==> config.mk <==
export PLATFORM = sky130hd
export DESIGN_NAME = flow_tuple_extractor
export DESIGN_NICKNAME = d
export VERILOG_FILES = /design/src/fte_pkg.sv /design/src/flow_tuple_extractor.sv
export SDC_FILE = /design/constraint.sdc
export NUM_CORES = 1
export LEC_CHECK = 0
export BUFFER_PORTS_ARGS = -buffer_cell sky130_fd_sc_hd__buf_4
export CAP_MARGIN = 5
export CORE_UTILIZATION = 43
export DETAILED_ROUTE_END_ITERATION = 12
export SLEW_MARGIN = 10
export SYNTH_ARGS = -nofsm -noshare
export SYNTH_HDL_FRONTEND = slang
export SYNTH_SLANG_ARGS = --single-unit
export TNS_END_PERCENT = 5
==> constraint.sdc <==
create_clock -name i_clk -period 12.9 [get_ports i_clk]
set_input_delay 1.29 -clock i_clk [delete_from_list [all_inputs] [get_ports i_clk]]
set_output_delay 1.29 -clock i_clk [all_outputs]
set_load 0.02 [all_outputs]
==> src/fte_pkg.sv <==
// fte_pkg: shared types and constants for the flow tuple extractor.
// Holds ethertype values, header offsets, protocol numbers and status codes.
// No dependencies.
package fte_pkg;

    localparam int unsigned OFFSET_W = 7;

    localparam logic [15:0] ETH_IPV4 = 16'h0800;
    localparam logic [15:0] ETH_IPV6 = 16'h86dd;
    localparam logic [3:0]  IHL_MASK = 4'hf;

    // byte offsets and lengths: the first five count from the start of the frame, the rest from the IP header
    localparam logic [OFFSET_W-1:0] OFF_ETYPE_HI  = 7'd12;
    localparam logic [OFFSET_W-1:0] OFF_ETYPE_LO  = 7'd13;
    localparam logic [OFFSET_W-1:0] L3_START      = 7'd14;
    localparam logic [OFFSET_W-1:0] OFFSET_MAX    = 7'd127;
    localparam logic [OFFSET_W-1:0] TS_DEFAULT    = 7'd34;
    localparam logic [OFFSET_W-1:0] V6_HDR_LEN    = 7'd40;
    localparam logic [OFFSET_W-1:0] V6_DST_OFF    = 7'd24;
    localparam logic [OFFSET_W-1:0] V4_PROTO_OFF  = 7'd9;
    localparam logic [OFFSET_W-1:0] V6_PROTO_OFF  = 7'd6;
    localparam logic [OFFSET_W-1:0] V4_SRC_OFF    = 7'd12;
    localparam logic [OFFSET_W-1:0] V4_DST_OFF    = 7'd16;
    localparam logic [OFFSET_W-1:0] V6_SRC_OFF    = 7'd8;
    localparam logic [OFFSET_W-1:0] ADDR_BYTES    = 7'd4;
    localparam logic [3:0]          IHL_MIN       = 4'd5;

    // layer-4 protocol numbers
    localparam logic [7:0] PROTO_ICMP   = 8'd1;
    localparam logic [7:0] PROTO_TCP    = 8'd6;
    localparam logic [7:0] PROTO_UDP    = 8'd17;
    localparam logic [7:0] PROTO_DCCP   = 8'd33;
    localparam logic [7:0] PROTO_ICMPV6 = 8'd58;
    localparam logic [7:0] PROTO_SCTP   = 8'd132;

    typedef enum logic [1:0] {
        ST_OK        = 2'd0,
        ST_BAD_ETYPE = 2'd1,
        ST_BAD_PROTO = 2'd2,
        ST_MALFORMED = 2'd3
    } t_status;

endpackage

==> src/flow_tuple_extractor.sv <==
// flow_tuple_extractor: Ethernet/IP five-tuple header parser, top level.
// Depends on fte_pkg for constants and the status type.
//
// Usage:
//   Input channel (i_in_valid / o_in_ready) carries one frame byte per item,
//   starting at the destination MAC; i_last_byte marks the final byte.
//   Output channel (o_out_valid / i_out_ready) carries one result per frame,
//   made on the last byte: status, protocol, first address words, ports (or
//   ICMP type/code) and a running frame number starting at 1.
//   The result is on the output register in the cycle after the last byte
//   is accepted. Throughput: one byte per cycle, back to back unless a last
//   byte waits on a pending result, set by the single capture/decode stage
//   between the parser state registers and the result register.
//   Stall: while a result waits unaccepted, non-last bytes of the next frame
//   still enter; a last byte waits until the result register frees (it frees
//   in the same cycle it is taken).
//   Bytes at offset 127 and beyond are ignored.
//   Reset (i_rst_n low, synchronous) clears the parser state, the frame
//   count and the output valid.
module flow_tuple_extractor (
    input  logic        i_clk,
    input  logic        i_rst_n,
    input  logic        i_in_valid,
    output logic        o_in_ready,
    input  logic [7:0]  i_frame_byte,
    input  logic        i_last_byte,
    output logic        o_out_valid,
    input  logic        i_out_ready,
    output logic [1:0]  o_status,
    output logic [7:0]  o_protocol,
    output logic [31:0] o_src_address,
    output logic [31:0] o_dst_address,
    output logic [15:0] o_src_port,
    output logic [15:0] o_dst_port,
    output logic [31:0] o_frame_number
);

    localparam int unsigned OW = fte_pkg::OFFSET_W;

    // parser state
    logic [OW-1:0] r_offset, n_offset;
    logic [15:0]   r_ether, n_ether;
    logic [OW-1:0] r_ts, n_ts;
    logic [7:0]    r_proto, n_proto;
    logic [31:0]   r_src, n_src;
    logic [31:0]   r_dst, n_dst;
    logic [15:0]   r_port_a, n_port_a;
    logic [15:0]   r_port_b, n_port_b;
    logic          r_short_ihl, n_short_ihl;
    logic [31:0]   r_frame_count;

    // result register
    logic          r_out_valid;
    logic [1:0]    r_status;
    logic [7:0]    r_protocol;
    logic [31:0]   r_src_address, r_dst_address, r_frame_number;
    logic [15:0]   r_src_port, r_dst_port;

    logic          in_acc, out_free, take, in_l3, is_v4, is_v6, icmp, port_proto;
    logic [OW-1:0] o_off, rel, proto_off;
    logic [OW:0]   ts_end, need_end;
    logic [3:0]    ihl;
    fte_pkg::t_status res_status;
    logic [7:0]    res_proto;
    logic [31:0]   res_src, res_dst;
    logic [15:0]   res_sp, res_dp;

    assign out_free   = !r_out_valid || i_out_ready;
    assign o_in_ready = out_free || !i_last_byte;
    assign in_acc     = i_in_valid && o_in_ready;

    assign o_off = r_offset;
    assign take  = o_off != fte_pkg::OFFSET_MAX;
    assign in_l3 = o_off >= fte_pkg::L3_START;
    assign ihl   = i_frame_byte[3:0] & fte_pkg::IHL_MASK;

    // per-byte capture
    always_comb begin
        n_offset    = take ? r_offset + 7'd1 : r_offset;
        n_ether     = r_ether;
        n_ts        = r_ts;
        n_proto     = r_proto;
        n_src       = r_src;
        n_dst       = r_dst;
        n_short_ihl = r_short_ihl;
        if (take && (o_off == fte_pkg::OFF_ETYPE_HI || o_off == fte_pkg::OFF_ETYPE_LO)) begin
            n_ether = {r_ether[7:0], i_frame_byte};
        end
        if (take && in_l3 && n_ether == fte_pkg::ETH_IPV4) begin
            if (o_off == fte_pkg::L3_START) begin
                n_ts        = fte_pkg::L3_START + {1'b0, ihl, 2'b00};
                n_short_ihl = ihl < fte_pkg::IHL_MIN;
            end
            if (o_off == fte_pkg::L3_START + fte_pkg::V4_PROTO_OFF) begin
                n_proto = i_frame_byte;
            end
            if (o_off >= fte_pkg::L3_START + fte_pkg::V4_SRC_OFF &&
                o_off <  fte_pkg::L3_START + fte_pkg::V4_SRC_OFF + fte_pkg::ADDR_BYTES) begin
                n_src = {r_src[23:0], i_frame_byte};
            end
            if (o_off >= fte_pkg::L3_START + fte_pkg::V4_DST_OFF &&
                o_off <  fte_pkg::L3_START + fte_pkg::V4_DST_OFF + fte_pkg::ADDR_BYTES) begin
                n_dst = {r_dst[23:0], i_frame_byte};
            end
        end else if (take && in_l3 && n_ether == fte_pkg::ETH_IPV6) begin
            if (o_off == fte_pkg::L3_START) begin
                n_ts = fte_pkg::L3_START + fte_pkg::V6_HDR_LEN;
            end
            if (o_off == fte_pkg::L3_START + fte_pkg::V6_PROTO_OFF) begin
                n_proto = i_frame_byte;
            end
            if (o_off >= fte_pkg::L3_START + fte_pkg::V6_SRC_OFF &&
                o_off <  fte_pkg::L3_START + fte_pkg::V6_SRC_OFF + fte_pkg::ADDR_BYTES) begin
                n_src = {r_src[23:0], i_frame_byte};
            end
            if (o_off >= fte_pkg::L3_START + fte_pkg::V6_DST_OFF &&
                o_off <  fte_pkg::L3_START + fte_pkg::V6_DST_OFF + fte_pkg::ADDR_BYTES) begin
                n_dst = {r_dst[23:0], i_frame_byte};
            end
        end
    end

    assign ts_end = {1'b0, n_ts} + 8'd4;
    assign rel    = o_off - n_ts;

    // transport start may have been set by this same byte (IHL of zero)
    always_comb begin
        n_port_a = r_port_a;
        n_port_b = r_port_b;
        if (take && in_l3 && o_off >= n_ts && {1'b0, o_off} < ts_end) begin
            if (rel < 7'd2) begin
                n_port_a = {r_port_a[7:0], i_frame_byte};
            end else begin
                n_port_b = {r_port_b[7:0], i_frame_byte};
            end
        end
    end

    // end-of-frame decode
    assign is_v4      = n_ether == fte_pkg::ETH_IPV4;
    assign is_v6      = n_ether == fte_pkg::ETH_IPV6;
    assign proto_off  = is_v6 ? fte_pkg::L3_START + fte_pkg::V6_PROTO_OFF
                              : fte_pkg::L3_START + fte_pkg::V4_PROTO_OFF;
    assign icmp       = n_proto == fte_pkg::PROTO_ICMP ||
                        (is_v6 && n_proto == fte_pkg::PROTO_ICMPV6);
    assign port_proto = n_proto == fte_pkg::PROTO_TCP  || n_proto == fte_pkg::PROTO_UDP ||
                        n_proto == fte_pkg::PROTO_DCCP || n_proto == fte_pkg::PROTO_SCTP;
    assign need_end   = {1'b0, n_ts} + (icmp ? 8'd1 : 8'd3);

    always_comb begin
        res_status = fte_pkg::ST_OK;
        res_proto  = '0;
        res_src    = '0;
        res_dst    = '0;
        res_sp     = '0;
        res_dp     = '0;
        if (o_off < fte_pkg::OFF_ETYPE_LO) begin
            res_status = fte_pkg::ST_MALFORMED;
        end else if (!is_v4 && !is_v6) begin
            res_status = fte_pkg::ST_BAD_ETYPE;
        end else if (!is_v6 && (!in_l3 || n_short_ihl)) begin
            res_status = fte_pkg::ST_MALFORMED;
        end else if (o_off < proto_off) begin
            res_status = fte_pkg::ST_MALFORMED;
        end else if (!icmp && !port_proto) begin
            res_status = fte_pkg::ST_BAD_PROTO;
            res_proto  = n_proto;
        end else if ({1'b0, o_off} < need_end) begin
            res_status = fte_pkg::ST_MALFORMED;
        end else begin
            res_proto = n_proto;
            res_src   = n_src;
            res_dst   = n_dst;
            if (icmp) begin
                res_sp = {8'd0, n_port_a[15:8]};
                res_dp = {8'd0, n_port_a[7:0]};
            end else begin
                res_sp = n_port_a;
                res_dp = n_port_b;
            end
        end
    end

    // control and parser state
    always_ff @(posedge i_clk) begin
        if (!i_rst_n) begin
            r_offset      <= '0;
            r_ether       <= '0;
            r_ts          <= fte_pkg::TS_DEFAULT;
            r_proto       <= '0;
            r_src         <= '0;
            r_dst         <= '0;
            r_port_a      <= '0;
            r_port_b      <= '0;
            r_short_ihl   <= 1'b0;
            r_frame_count <= '0;
            r_out_valid   <= 1'b0;
        end else begin
            if (in_acc && i_last_byte) begin
                r_offset      <= '0;
                r_ether       <= '0;
                r_ts          <= fte_pkg::TS_DEFAULT;
                r_proto       <= '0;
                r_src         <= '0;
                r_dst         <= '0;
                r_port_a      <= '0;
                r_port_b      <= '0;
                r_short_ihl   <= 1'b0;
                r_frame_count <= r_frame_count + 32'd1;
            end else if (in_acc) begin
                r_offset    <= n_offset;
                r_ether     <= n_ether;
                r_ts        <= n_ts;
                r_proto     <= n_proto;
                r_src       <= n_src;
                r_dst       <= n_dst;
                r_port_a    <= n_port_a;
                r_port_b    <= n_port_b;
                r_short_ihl <= n_short_ihl;
            end
            if (in_acc && i_last_byte) begin
                r_out_valid <= 1'b1;
            end else if (i_out_ready) begin
                r_out_valid <= 1'b0;
            end
        end
    end

    // result payload
    always_ff @(posedge i_clk) begin
        if (in_acc && i_last_byte) begin
            r_status       <= res_status;
            r_protocol     <= res_proto;
            r_src_address  <= res_src;
            r_dst_address  <= res_dst;
            r_src_port     <= res_sp;
            r_dst_port     <= res_dp;
            r_frame_number <= r_frame_count + 32'd1;
        end
    end

    assign o_out_valid    = r_out_valid;
    assign o_status       = r_status;
    assign o_protocol     = r_protocol;
    assign o_src_address  = r_src_address;
    assign o_dst_address  = r_dst_address;
    assign o_src_port     = r_src_port;
    assign o_dst_port     = r_dst_port;
    assign o_frame_number = r_frame_number;

    // a finished frame always leaves the parser at offset zero
    a_offset_cleared: assert property (@(posedge i_clk) disable iff (!i_rst_n)
        in_acc && i_last_byte |=> r_offset == '0)
        else $error("offset not cleared after last byte");

    // each frame bumps the count by exactly one
    a_count_step: assert property (@(posedge i_clk) disable iff (!i_rst_n)
        in_acc && i_last_byte |=> r_frame_count == $past(r_frame_count) + 32'd1)
        else $error("frame count step wrong");

    // a new result only appears after a last byte was taken
    a_result_source: assert property (@(posedge i_clk) disable iff (!i_rst_n)
        $rose(o_out_valid) |-> $past(in_acc && i_last_byte))
        else $error("result without last byte");

    // failed frames carry no addresses or ports
    a_fail_zero: assert property (@(posedge i_clk) disable iff (!i_rst_n)
        o_out_valid && o_status != fte_pkg::ST_OK |->
            o_src_address == '0 && o_dst_address == '0 &&
            o_src_port == '0 && o_dst_port == '0)
        else $error("nonzero fields on failed frame");

    // a pending unaccepted result is never overwritten
    a_no_overwrite: assert property (@(posedge i_clk) disable iff (!i_rst_n)
        o_out_valid && !i_out_ready |-> !(in_acc && i_last_byte))
        else $error("result overwritten");

endmodule

==> results.yml, run 1 <==
outcome:
  status: "complete, no violations"
cts:
  clockBufferDepth: 3
  cts_repair_resize_count: 0
  numCtsBuffers: 31
  cts_tree: "built"
  post_cts_buffers: 0
  clkSlewWorstSetupHoldPaths_ns: 0.07
  cts_sinks: 306
  htreeDepth: 1
  cts_hold_buf: 0
  root_buffer: "clkbuf_16"
  insertion_delay_ns: 0.55
routing:
  vias: 10869
  wire_per_inst_um: 16.8
  drt_iter0_drc: 749
  first_pass_iters: 7
  drc: 0
  routed_wl_mm: 34.3
  vias_per_cell: 5.32
  ant_nets: 0
timing:
  rsz0062_at_grt: "false"
  fin_skew_ns: 0.0176
  drv_slew: 0
  fin_ws_ns: 6.17
  fin_tns_setup_ns: 0
  slew_headroom: 0.205
  fmax_mhz: 148
  hold_viol: 0
  tightest_slew_ns: 1.19
  setup_viol: 0
  period_minus_slack_ns: 6.73
  min_period_over_period: 0.522
synth:
  ys_seq_area_frac: 0.531
  ys_ff_latch: 306
  syn_area_per_cell_um2: 9.60
  synth_ff_type: "dfxtp_1"
  synth_nets: 1515
  yosys_warnings: 0
  synthArstFlopShare: 0
  synth_edf_count: 138
  ys_types: 72
  syn_inst: 1472
  synth_area_um2: 14100
die:
  die_height_um: 183
  dieArea_um2: 33600
  ios: 153
  fp-row-count: 66
  start_util: 0.436
  die_w_um: 183
  core_area_um2: 32500
placement:
  dp_cells: 1986
  dpl_worst_slack_ns: 5.93
  gp_congestion: 0.837
  portBuffers: 152
  hpwlAfterDp_mm: 21.9
cells_and_area:
  syn_to_final_growth_pct: 17.2
  antenna_cells: 0
  fin_cells: 2043
  drive_above_1_share: 0.145
  fin_nets: 1620
worst_setup_path:
  r2r_cells: 26
  path_class: "reg2reg"
  path_depth: 26
  cp.buffers_inverters: 6
  end_kind: "flip-flop"
  slowest_stage: "buf_4"
  reg2reg_to: "o_dst_port[1]"
  path_delay_family: "buffers and inverters"
  arrival_ns: 7.05
  cp-start-kind: "flip-flop"
  crit_fanout: 80
  regToRegStartpoint: "o_off[1]"
  reg2reg_slack_ns: 6.17
  cp.required_ns: 13.22
  max_stage_delay_ns: 0.73
grt:
  grt_pass1_vias: 10138
  grtUsageTotal: 0.202
  grt-ovfl-total: 0
  grt_first_pass_wirelength_mm: 55.0
  antenna_found_initial: 0
  grt_max_degree: 98
power:
  powerDensity_nw_per_um2: 123
  p_total_uw: 2040
  irDropWorstVdd_uv: 96.2
  leakage_uw: 0.00541
min_path:
  min_from: "r_dst[26]"
  hold_path_end: "r_dst[26]"
  hp-class: "reg2reg"
  hold_path_depth: 2
run:
  drv_cap: 0
==> area by class of cell <==
class,instances,area [µm²]
Multi-Input combinational cell,1057,6200
Sequential cell,306,7510
Timing Repair Buffer,161,1210
Clock buffer,52,956
Tap cell,442,553
Clock inverter,5,52.6
Inverter,20,80.1
Fill cell,3003,15900
==> routing by layer <==
layer  GRT usage  wire (µm)
met5           0          0
met4      0.0443        556
met3      0.0240       1660
met2       0.325      15600
met1       0.291      16500
==> flip-flops by register name (all words and copies together) (netlist names) <==
name	flops
o_dst_address	32
o_dst_port	16
o_frame_number	32
o_off	7
o_out_valid	1
o_protocol	8
o_src_address	32
o_src_port	16
o_status	2
r_dst	32
r_ether	16
r_frame_count	32
r_port_a	16
r_port_b	16
r_proto	8
r_short_ihl	1
r_src	32
r_ts	7
==> synthesized netlist by cell type, types with 7 or more instances <==
| cell type | number | area [µm²] |
|---|---|---|
| or3_1 | 18 | 113 |
| and2_1 | 28 | 175 |
| mux2i_1 | 91 | 911 |
| nand4_1 | 13 | 81.3 |
| nand2b_1 | 9 | 56.3 |
| nand3_1 | 20 | 100 |
| nor4_1 | 12 | 75.1 |
| inv_1 | 18 | 67.6 |
| o21a_1 | 7 | 52.6 |
| o221a_1 | 8 | 90.1 |
| a21boi_0 | 15 | 113 |
| nand2_1 | 297 | 1110 |
| nor2_1 | 142 | 533 |
| xnor2_1 | 44 | 385 |
| nor2b_1 | 7 | 43.8 |
| xor2_1 | 22 | 193 |
| o21ai_0 | 35 | 175 |
| edfxtp_1 | 138 | 4140 |
| clkbuf_1 | 79 | 297 |
| a21oi_1 | 159 | 796 |
| ha_1 | 28 | 350 |
| dfxtp_1 | 168 | 3360 |
| nor3_1 | 21 | 105 |
| a22oi_1 | 9 | 67.6 |
==> worst register-to-register path, stage by stage, from the launching register on <==
cell      delay, ns
dfxtp_1        0.72
inv_1          0.17
ha_1           0.26
nor2_1         0.29
nor4_4         0.10
mux2_2         0.34
nand3_2        0.19
inv_2          0.08
a31oi_1        0.19
buf_4          0.26
mux2_2         0.37
o21ai_2        0.28
inv_1          0.27
fa_1           0.54
inv_1          0.04
ha_1           0.25
nor2b_1        0.13
o21a_1         0.16
o21a_1         0.16
o21a_1         0.15
o21ai_0        0.15
nand2b_1       0.08
a21oi_1        0.17
or4_2          0.14
buf_4          0.73
a21oi_1        0.13
o221a_1        0.16
==> worst max path at each step <==
stage,start,end,slack [ns]
2_1_floorplan,i_out_ready,r_frame_count[12],6.25
3_3_place_gp,i_frame_byte[3],o_dst_port[0],6.12
3_5_place_dp,i_frame_byte[3],o_dst_port[7],5.93
4_1_cts,o_off[1],o_dst_port[7],6.17
5_1_grt,o_off[1],o_dst_port[4],5.66
6_report,o_off[1],o_dst_port[1],6.17
==> cells by family (layout without fill, tap and decap cells) <==
kind of cell	after synthesis	in the layout	synth area share
AO/OA/AOI/OAI	266	266	0.111
flip-flops	306	306	0.531
multiplexers	93	93	0.0660
buffers and inverters	109	238	0.0315
AND/OR/NAND/NOR	602	602	0.192
adder cells (fa/ha/maj)	30	30	0.0276
XOR/XNOR	66	66	0.0409
==> per-stage QoR <==
step	hold slack (ns)	util	instance area, µm²
finish	0.449	0.510	16600
global route	0.476	0.510	16600
CTS	0.451	0.510	16600
detailed placement	0.438	0.479	15600
global placement	0.427	0.479	15600
floorplan	0.412	-	14100
==> layout by cell type (no fill, tap or decap), types with 3 or more instances in the layout <==
master	count
a21boi_0	15
a21oi_1	158
a22oi_1	9
a31oi_1	4
and2_1	28
and3_1	5
buf_4	161
clkbuf_1	12
clkbuf_16	32
clkbuf_8	8
dfxtp_1	168
edfxtp_1	138
ha_1	28
inv_1	18
mux2i_1	91
nand2_1	296
nand2b_1	9
nand3_1	20
nand4_1	13
nand4b_1	3
nor2_1	141
nor2b_1	7
nor3_1	21
nor3_4	3
nor4_1	12
o21a_1	7
o21ai_0	35
o221a_1	8
o32ai_1	3
or2_2	3
or3_1	18
xnor2_1	44
xor2_1	22
==> report_power, final <==
part | internal, µW | total (µW) | switching, µW
combinational | 35.5 | 111 | 75.7
sequential | 1030 | 1040 | 10.4
clock | 520 | 885 | 365
total | 1590 | 2040 | 451
Power figures use the tool's default switching activity.
==> run 2, diff against run 1 <==
clock period = 6.5 ns   (was 12.9 ns; I/O delays follow)
==> results.yml, run 2 (synthesized netlist as in run 1, its figures left out) <==
placement:
  dpl_worst_slack_ns: 0.457
  hpwlAfterDp_mm: 22.0
  portBuffers: 152
  gp_congestion: 0.843
timing:
  fin_skew_ns: 0.0136
  fin_ws_ns: 0.518
  setup_viol: 0
  hold_viol: 0
  period_minus_slack_ns: 5.98
  slew_headroom: 0.172
  fmax_mhz: 167
  rsz0062_at_grt: "false"
  drv_slew: 0
  tightest_slew_ns: 1.24
  fin_tns_setup_ns: 0
  min_period_over_period: 0.920
cells_and_area:
  syn_to_final_growth_pct: 19.1
  most-common-layout-cells: "nand2_1, buf_4, dfxtp_1"
  register_area_um2: 7510
  nFillCells: 2957
  antenna_cells: 0
  fin_nets: 1638
  drive_above_1_share: 0.158
  final_common_cell: "nand2_1"
  multiInputGateArea_um2: 6210
grt:
  antenna_found_initial: 0
  grt-ovfl-total: 0
  grt_first_pass_wirelength_mm: 54.7
  grt_max_degree: 81
  grt_pass1_vias: 10178
  grtUsageTotal: 0.203
routing:
  first_pass_iters: 5
  vias_per_cell: 5.26
  routed_wl_mm: 34.2
  wire_per_inst_um: 16.6
  drt_iter0_drc: 906
  drc: 0
  vias: 10846
  ant_nets: 0
cts:
  cts_tree: "built"
  post_cts_buffers: 0
  clockBufferDepth: 3
  htreeDepth: 2
  insertion_delay_ns: 0.51
  root_buffer: "clkbuf_16"
  clkSlewWorstSetupHoldPaths_ns: 0.06
  cts_hold_buf: 0
  numCtsBuffers: 34
  cts_sinks: 306
worst_setup_path:
  cp-start-kind: "flip-flop"
  r2r_cells: 20
  path_class: "reg2reg"
  cp.required_ns: 6.72
  crit_fanout: 16
  arrival_ns: 6.21
  end_kind: "flip-flop"
outcome:
  status: "complete, no violations"
die:
  die_height_um: 183
  dieArea_um2: 33600
  die_w_um: 183
  start_util: 0.436
  fp-row-count: 66
  core_area_um2: 32500
  ios: 153
run:
  drv_cap: 0
power:
  powerDensity_nw_per_um2: 252
  irDropWorstVdd_uv: 185
  leakage_uw: 0.00558
min_path:
  hold_path_depth: 2
  hp-class: "reg2reg"
[run 2: cell types whose count changed in the layout (fill, tap and decap cells not counted)]
cell,change
buf_12,+1
buf_4,+14
bufinv_16,+2
clkbuf_1,-6
clkbuf_16,+4
clkbuf_8,-2
clkinv_1,+2
clkinv_2,+4
clkinvlp_4,-2
inv_4,+1
inv_6,+1
nand2_1,-1
nand2_2,+1
[run 2: repair_timing]
action / in CTS / in global routing
resized for setup: 0 / 1
hold endpoints to repair: 0 / 0
endpoints found under the setup margin: 0 / 16
[run 2: worst paths after layout]
kind              from  slack [ns]        endpoint
max           o_off[0]        0.52  o_src_port[14]
min          r_src[25]        0.45       r_src[25]
min reg2reg  r_src[25]        0.45       r_src[25]
max reg2reg   o_off[0]        0.52  o_src_port[14]
[run 2: where the power goes]
group | switching (µW) | leakage, µW | internal, µW
Clock | 755 | 0.000567 | 1200
Combinational | 152 | 0.00243 | 73.3
Sequential | 18.1 | 0.00258 | 2050
[run 2: critical path: stages (launching register included)]
cell      delay [ns]
dfxtp_1         0.48
inv_1           0.15
ha_1            0.27
nor2_1          0.30
nor4_4          0.11
nor3_1          0.53
a41oi_1         0.21
and2_1          0.26
nor2_1          0.16
nor2_1          0.12
fa_1            0.46
nor2b_1         0.16
o21a_1          0.18
nor3_1          0.19
o221ai_1        0.18
a31oi_1         0.16
or3b_2          0.52
nor3_1          0.49
nand2_2         0.41
mux2i_1         0.28
nor2_1          0.06
[run 2: final cells by class]
class                      instances  area share
multi-input combinational       1057       0.369
timing repair buffer             176      0.0793
sequential                       306       0.446
clock buffer                      48      0.0598
tap                              442      0.0329
inverter                          20     0.00476
clock inverter                    13     0.00833
[run 2: per-layer routing]
| metal | vias to the layer above | track usage | wire (µm) | part of all wire |
|---|---|---|---|---|
| met5 | - | 0 | 0 | 0 |
| met4 | 0 | 0.0533 | 694 | 0.020 |
| met3 | 45 | 0.0288 | 1520 | 0.045 |
| met2 | 264 | 0.321 | 15600 | 0.46 |
| met1 | 5171 | 0.290 | 16300 | 0.48 |
| li1 | 5366 | - | - | - |
[run 2: through the flow]
stage / std cells / hold WS (ns) / total power [µW] / utilization / cell area, µm²
floorplan: 1472 / 0.412 / 2230 / - / 14100
global placement: 2001 / 0.432 / 2330 / 0.483 / 15700
detailed placement: 2001 / 0.431 / 2340 / 0.483 / 15700
CTS: 2062 / 0.442 / 4290 / 0.518 / 16800
global route: 2062 / 0.470 / 4380 / 0.518 / 16800
finish: 2062 / 0.449 / 4240 / 0.518 / 16800
==> run 3, diff against run 2 <==
ABC_CLOCK_PERIOD_IN_PS = 6500   (was default)
CORE_MARGIN = 5   (was default)
==> results.yml, run 3 (synthesized netlist as in run 1, its figures left out) <==
timing:
  setup_viol: 0
  fin_ws_ns: 0.618
  tightest_slew_ns: 1.15
  rsz0062_at_grt: "false"
  slew_headroom: 0.231
  fin_skew_ns: 0.0276
  period_minus_slack_ns: 5.88
  hold_viol: 0
  fmax_mhz: 170
  min_period_over_period: 0.905
  fin_tns_setup_ns: 0
  drv_slew: 0
cells_and_area:
  register_area_um2: 7510
  fin_nets: 1640
  multiInputGateArea_um2: 6200
  syn_to_final_growth_pct: 18.7
  nFillCells: 3008
  drive_above_1_share: 0.155
  most-common-layout-cells: "nand2_1, buf_4, dfxtp_1"
  antenna_cells: 0
  final_common_cell: "nand2_1"
outcome:
  status: "complete, no violations"
worst_setup_path:
  path_depth: 25
  crit_start: "o_off[0]"
  reg2reg_slack_ns: 0.62
  crit_fanout: 80
  path_class: "reg2reg"
  slowest_stage: "buf_4"
  arrival_ns: 6.13
  reg2reg_to: "o_dst_port[6]"
  path_delay_family: "compound AO/OA/AOI/OAI gates"
  cp.required_ns: 6.75
  r2r_cells: 25
  max_stage_delay_ns: 0.65
  cp-start-kind: "flip-flop"
  regToRegStartpoint: "o_off[0]"
  endpoint: "o_dst_port[6]"
  cp.buffers_inverters: 5
  end_kind: "flip-flop"
routing:
  vias: 10827
  vias_per_cell: 5.25
  routed_wl_mm: 34.7
  drc: 0
  ant_nets: 0
  first_pass_iters: 5
  wire_per_inst_um: 16.8
  drt_iter0_drc: 870
power:
  pwr-share-seq: 0.491
  combPwrFrac: 0.053
  powerDensity_nw_per_um2: 251
  irDropWorstVdd_uv: 172
  swShare: 0.218
  clock_power_share: 0.456
  p_switching_uw: 918
  power.internal_uw: 3290
  leakage_uw: 0.00555
min_path:
  hp-class: "in2reg"
grt:
  grt_first_pass_wirelength_mm: 55.8
  grt_max_degree: 84
  grt_use_met1: 0.270
  grtUsageTotal: 0.186
  use_met3: 0.0265
  gr-usage-met2: 0.290
  grt_busiest_layer: "met2"
  grt-ovfl-total: 0
  grt_pass1_vias: 10404
  antenna_found_initial: 0
placement:
  dpl_worst_slack_ns: 0.646
  gp_congestion: 0.841
  portBuffers: 152
  hpwlAfterDp_mm: 22.4
die:
  die_w_um: 191
  start_util: 0.436
  die_height_um: 191
  ios: 153
  fp-row-count: 66
  dieArea_um2: 36600
  core_area_um2: 32500
cts:
  cts_sinks: 306
  htreeDepth: 2
  numCtsBuffers: 35
  cts_tree: "built"
  clockBufferDepth: 3
  cts_hold_buf: 0
  clkSlewWorstSetupHoldPaths_ns: 0.07
  root_buffer: "clkbuf_16"
  cts_repair_resize_count: 0
  insertion_delay_ns: 0.51
  post_cts_buffers: 0
run:
  drv_cap: 0
run 3: how the worst min path moves through the flow:
stage | start | end | slack (ns) | cells after the start
2_1_floorplan | r_ts[1] | r_ts[1] | 0.41 | 1
3_3_place_gp | r_ts[1] | r_ts[1] | 0.43 | 1
3_5_place_dp | r_ts[1] | r_ts[1] | 0.43 | 1
4_1_cts | i_out_ready | o_out_valid | 0.42 | 3
5_1_grt | i_out_ready | o_out_valid | 0.42 | 3
6_report | i_out_ready | o_out_valid | 0.43 | 3
run 3: per-stage QoR:
step	cells	hold slack (ns)	utilization	instance area (µm²)	total power (µW)
floorplan	1472	0.412	-	14100	2230
global placement	2002	0.430	0.483	15700	2330
detailed placement	2002	0.434	0.483	15700	2330
CTS	2063	0.416	0.517	16800	4260
global route	2063	0.424	0.517	16800	4350
finish	2063	0.428	0.517	16800	4210
run 3: power by group through the flow:
stage	Clock (µW)	Combinational (µW)	Sequential, µW
after global routing	2050	239	2070
final	1920	224	2070
after floorplan	0	75.1	2160
after CTS	1970	227	2070
after detailed placement	0	226	2110
after global placement	0	225	2110
run 3: layer usage:
metal	wire, µm	part of all wire
met1	16500	0.47
met2	16000	0.46
met3	1550	0.045
met4	727	0.021
met5	0	0
run 3: worst register-to-register path: stages, from the launching register on:
cell	delay, ns
dfxtp_1	0.49
inv_1	0.16
ha_1	0.26
nor2_1	0.31
nor4_4	0.10
mux2_2	0.32
nand3_2	0.08
inv_2	0.05
a31oi_1	0.34
mux2_2	0.39
o21ai_2	0.13
inv_1	0.10
fa_1	0.49
inv_1	0.04
ha_1	0.26
nor2b_1	0.13
o21a_1	0.16
o21a_1	0.16
o21a_1	0.15
o21ai_0	0.16
nand2b_1	0.07
a21oi_1	0.16
or4_2	0.14
buf_4	0.65
a21oi_1	0.16
o221a_1	0.17
run 3: final cells by class:
class | instances | share of cell area
well taps | 442 | 0.0330
multi-input cells | 1057 | 0.370
inverters | 20 | 0.00477
flip-flops and latches | 306 | 0.447
clock inverters | 12 | 0.00954
clock buffers | 49 | 0.0565
repair buffers | 177 | 0.0792
